$ cat src/hdl/rfq_pkg.sv
package rfq_pkg;

	localparam int DEF_SLOTS      = 16;
	localparam int DEF_SLOT_BYTES = 64;

	localparam int REQ_W    = 2;
	localparam int KEY_W    = 32;
	localparam int STAMP_W  = 64;
	localparam int BYTE_W   = 8;
	localparam int SPACE_W  = 16;
	localparam int STATUS_W = 3;
	localparam int COUNT_W  = 5;
	localparam int SIZE_W   = 7;
	localparam int MAXREC_W = 5;

	localparam logic [MAXREC_W-1:0] MAX_RECORDS_RESET = 5'd16;

	typedef enum logic [REQ_W-1:0] {
		REQ_ADD  = 2'd0,
		REQ_PEEK = 2'd1,
		REQ_POP  = 2'd2,
		REQ_LEN  = 2'd3
	} req_t;

	localparam logic [STATUS_W-1:0] STAT_OK    = 3'd0;
	localparam logic [STATUS_W-1:0] STAT_EMPTY = 3'd1;
	localparam logic [STATUS_W-1:0] STAT_FULL  = 3'd2;
	localparam logic [STATUS_W-1:0] STAT_SPACE = 3'd3;
	localparam logic [STATUS_W-1:0] STAT_TRUNC = 3'd4;

	// per-slot record descriptor
	typedef struct packed {
		logic [SIZE_W-1:0]  size;
		logic [KEY_W-1:0]   key;
		logic [STAMP_W-1:0] stamp;
	} desc_t;

	localparam int DESC_W = $bits(desc_t);

endpackage

$ cat src/hdl/rfq_ram.sv
module rfq_ram #(
	parameter int DEPTH = rfq_pkg::DEF_SLOTS,
	parameter int WIDTH = rfq_pkg::BYTE_W,
	parameter int AW    = $clog2(DEPTH)
) (
	input  logic             clk,
	input  logic             we,
	input  logic [AW-1:0]    waddr,
	input  logic [WIDTH-1:0] wdata,
	input  logic [AW-1:0]    raddr,
	output logic [WIDTH-1:0] rdata
);

	logic [WIDTH-1:0] mem [DEPTH];
	logic [WIDTH-1:0] rdata_q;

	always_ff @(posedge clk) begin
		if (we) begin
			mem[waddr] <= wdata;
		end
		rdata_q <= mem[raddr];
	end

	assign rdata = rdata_q;

endmodule

$ cat config.mk
export PLATFORM = sky130hd
export DESIGN_NAME = rfq_ram
export DESIGN_NICKNAME = d
export VERILOG_FILES = /design/src/hdl/rfq_pkg.sv /design/src/hdl/rfq_ram.sv
export SDC_FILE = /design/constraint.sdc
export NUM_CORES = 1
export LEC_CHECK = 0
export BUFFER_PORTS_ARGS = -buffer_cell sky130_fd_sc_hd__buf_2
export CAP_MARGIN = 20
export CORE_MARGIN = 3
export CORE_UTILIZATION = 31
export CTS_CLUSTER_SIZE = 8
export DETAILED_ROUTE_END_ITERATION = 12
export SLEW_MARGIN = 20
export SYNTH_ARGS = -nofsm -noshare
export SYNTH_HDL_FRONTEND = slang
export SYNTH_SLANG_ARGS = --single-unit
$ cat constraint.sdc
create_clock -name clk -period 3.12 [get_ports clk]
set_input_delay 0.156 -clock clk [delete_from_list [all_inputs] [get_ports clk]]
set_output_delay 0.156 -clock clk [all_outputs]
set_load 0.05 [all_outputs]
==> results.json <==
{
  "dp_hpwl_um": 6490,
  "ir_worst_vdd_v": 0.000385,
  "area_growth_pct": 18.3,
  "clock_sinks": 136,
  "postRouteAntennaNets": 0,
  "crit_type": "primary input to register",
  "synthCells": 229,
  "synthMuxAreaShare": 0.150,
  "dp.cells": 469,
  "grt_pass1_vias": 2494,
  "max_slew_margin": 0.290,
  "vias": 2374,
  "critPathArrivalTime_ns": 1.80,
  "ys_warn_count": 0,
  "antenna_found_initial": 0,
  "cts_buffers": 17,
  "leakagePower_nw": 2.02,
  "cap_violations": 0,
  "post-cts-setup-buffer-count": 0,
  "num_rows": 46,
  "wl_per_cell_um": 20.1,
  "cts_tree": "yes",
  "post_drt_via_cell_ratio": 4.74,
  "setup-tns-final_ns": 0,
  "drc": 0,
  "maxSlewViolCount": 0,
  "grt_overflow": 0,
  "whs_ns": 0.142,
  "insertion_delay_ns": 0.41,
  "worstMarginPinSlew_ns": 1.06,
  "finClkSkew_ns": 0.0111,
  "first_pass_iters": 4,
  "ys_ff_latch": 136,
  "chipWidth_um": 135,
  "core_area_um2": 16100,
  "final_cell_area_um2": 6090,
  "clockBufferDepth": 2,
  "fin_util": 0.379,
  "synth_cell_types": 19,
  "worstPathRequired_ns": 3.40,
  "synth_xor_area_frac": 0,
  "root_buffer": "clkbuf_16",
  "avgSynthCellArea_um2": 22.5,
  "hp-class": "primary input to register",
  "cts_resized": 0,
  "worstSetupStartpointType": "primary input",
  "period_share": 0.489,
  "synth_top_family_by_area": "multiplexers",
  "holdBufCountCts": 0,
  "period_needed_ns": 1.53,
  "timing.final.hold_violations": 0,
  "clk_pin_slew_ns": 0.05,
  "synthSimpleGateAreaFrac": 0.0318,
  "synth-edff-count": 128,
  "track_usage": 0.118,
  "netlist_area_um2": 5150,
  "synthFlopType": "edfxtp_1",
  "finalNonFillerCells": 501,
  "ctsHtreeMaxLevel": 4,
  "die_h_um": 135,
  "layout-drive-gt1-share": 0.267,
  "seq_area_frac_synth": 0.778,
  "critPathMaxFanout": 14,
  "port-buffer-count": 25,
  "dieArea_um2": 18200,
  "grt_pass1_wl_um": 15300,
  "syn_nets": 247,
  "clock.fmax_mhz": 656,
  "synthAdderAreaFrac": 0,
  "gp_congestion": 0.736,
  "wl_um": 10000,
  "ios": 26,
  "insertedDiodeCount": 0,
  "grt_setup_unrepaired": "false",
  "setup_viol": 0,
  "power.density_nw_per_um2": 684,
  "grt_max_degree": 33,
  "synth-compound-area-share": 0.0233,
  "dpl_cell_area_um2": 5520,
  "end_kind": "register",
  "dr.first_iter.drc_count": 245,
  "status": "completed",
  "start_util": 0.321,
  "nets": 290,
  "async_reset_ff_frac": 0
}
worst paths after layout:
kind | end | slack, ns | from | depth (start not counted)
setup / recovery | rdata[3] | 1.59 | raddr[0] | 5
hold / removal | mem[7][6] | 0.14 | wdata[6] | 1
setup reg to reg | rdata[4] | 1.71 | mem[3][4] | 3
hold reg to reg | rdata[0] | 0.68 | mem[7][0] | 3
metal layers:
metal	part of all wire	up-vias	routed length, um	global-route usage
li1	-	1064	-	-
met1	0.45	1233	4560	0.160
met2	0.47	75	4720	0.177
met3	0.071	2	718	0.0440
met4	0.0046	0	46	0.0390
met5	0	-	0	0
Yosys cell counts, drive strengths merged, types with 2 or more instances:
master	count	share of area
edfxtp	128	0.75
mux4	32	0.15
a22oi	16	0.023
nor2	13	0.0095
nand2	9	0.0066
dfxtp	8	0.031
buf	7	0.011
nor3	4	0.0039
clkdlybuf4s25	3	0.0058
nand2b	2	0.0024
nand3b	2	0.0029
worst max-delay path, stage by stage:
cell,delay [ns]
buf_2,0.40
buf_4,0.32
mux4_1,0.57
a22oi_1,0.26
nand2_1,0.09
cell type report:
type	instances	area, um2
Fill cell	1420	9970
Sequential cell	136	4000
Multi-Input combinational cell	83	1060
Clock buffer	28	497
Tap cell	216	270
Timing Repair Buffer	34	193
Clock inverter	4	68.8
placed cells by master (no fill, tap or decap), drive strengths merged:
cell / synthesis / final
clkbuf: 0 / 28
clkinv: 0 / 2
nor2: 13 / 13
a22oi: 16 / 16
mux4: 32 / 32
or3b: 1 / 1
nor2b: 1 / 1
bufinv: 0 / 2
nor3: 4 / 4
and2b: 1 / 1
nand3b: 2 / 2
dfxtp: 8 / 8
edfxtp: 128 / 128
nand2b: 2 / 2
nand2: 9 / 9
buf: 7 / 34
nand3: 1 / 1
and2: 1 / 1
stage by stage:
stage,setup WS (ns),total power [W]
finish,1.59,0.00416
global route,1.48,0.00430
CTS,1.55,0.00420
detailed placement,1.15,0.00232
global placement,1.16,0.00231
floorplan,1.47,0.00224
registers in the layout (all words and copies together), names as in the netlist:
| name | count |
|---|---|
| mem | 128 |
| rdata | 8 |
logic make-up after synthesis:
family,count (synthesis)
flip-flops,136
AO/OA/AOI/OAI,16
multiplexers,32
AND/OR/NAND/NOR,35
buffers and inverters,10
where the power goes:
group / internal (W) / total [W] / switching [W]
Clock: 0.00124 / 0.00189 / 0.000649
Combinational: 0.0000760 / 0.000222 / 0.000146
Sequential: 0.00204 / 0.00206 / 0.0000112
Total: 0.00336 / 0.00416 / 0.000807
(Power assumes the default switching activity.)
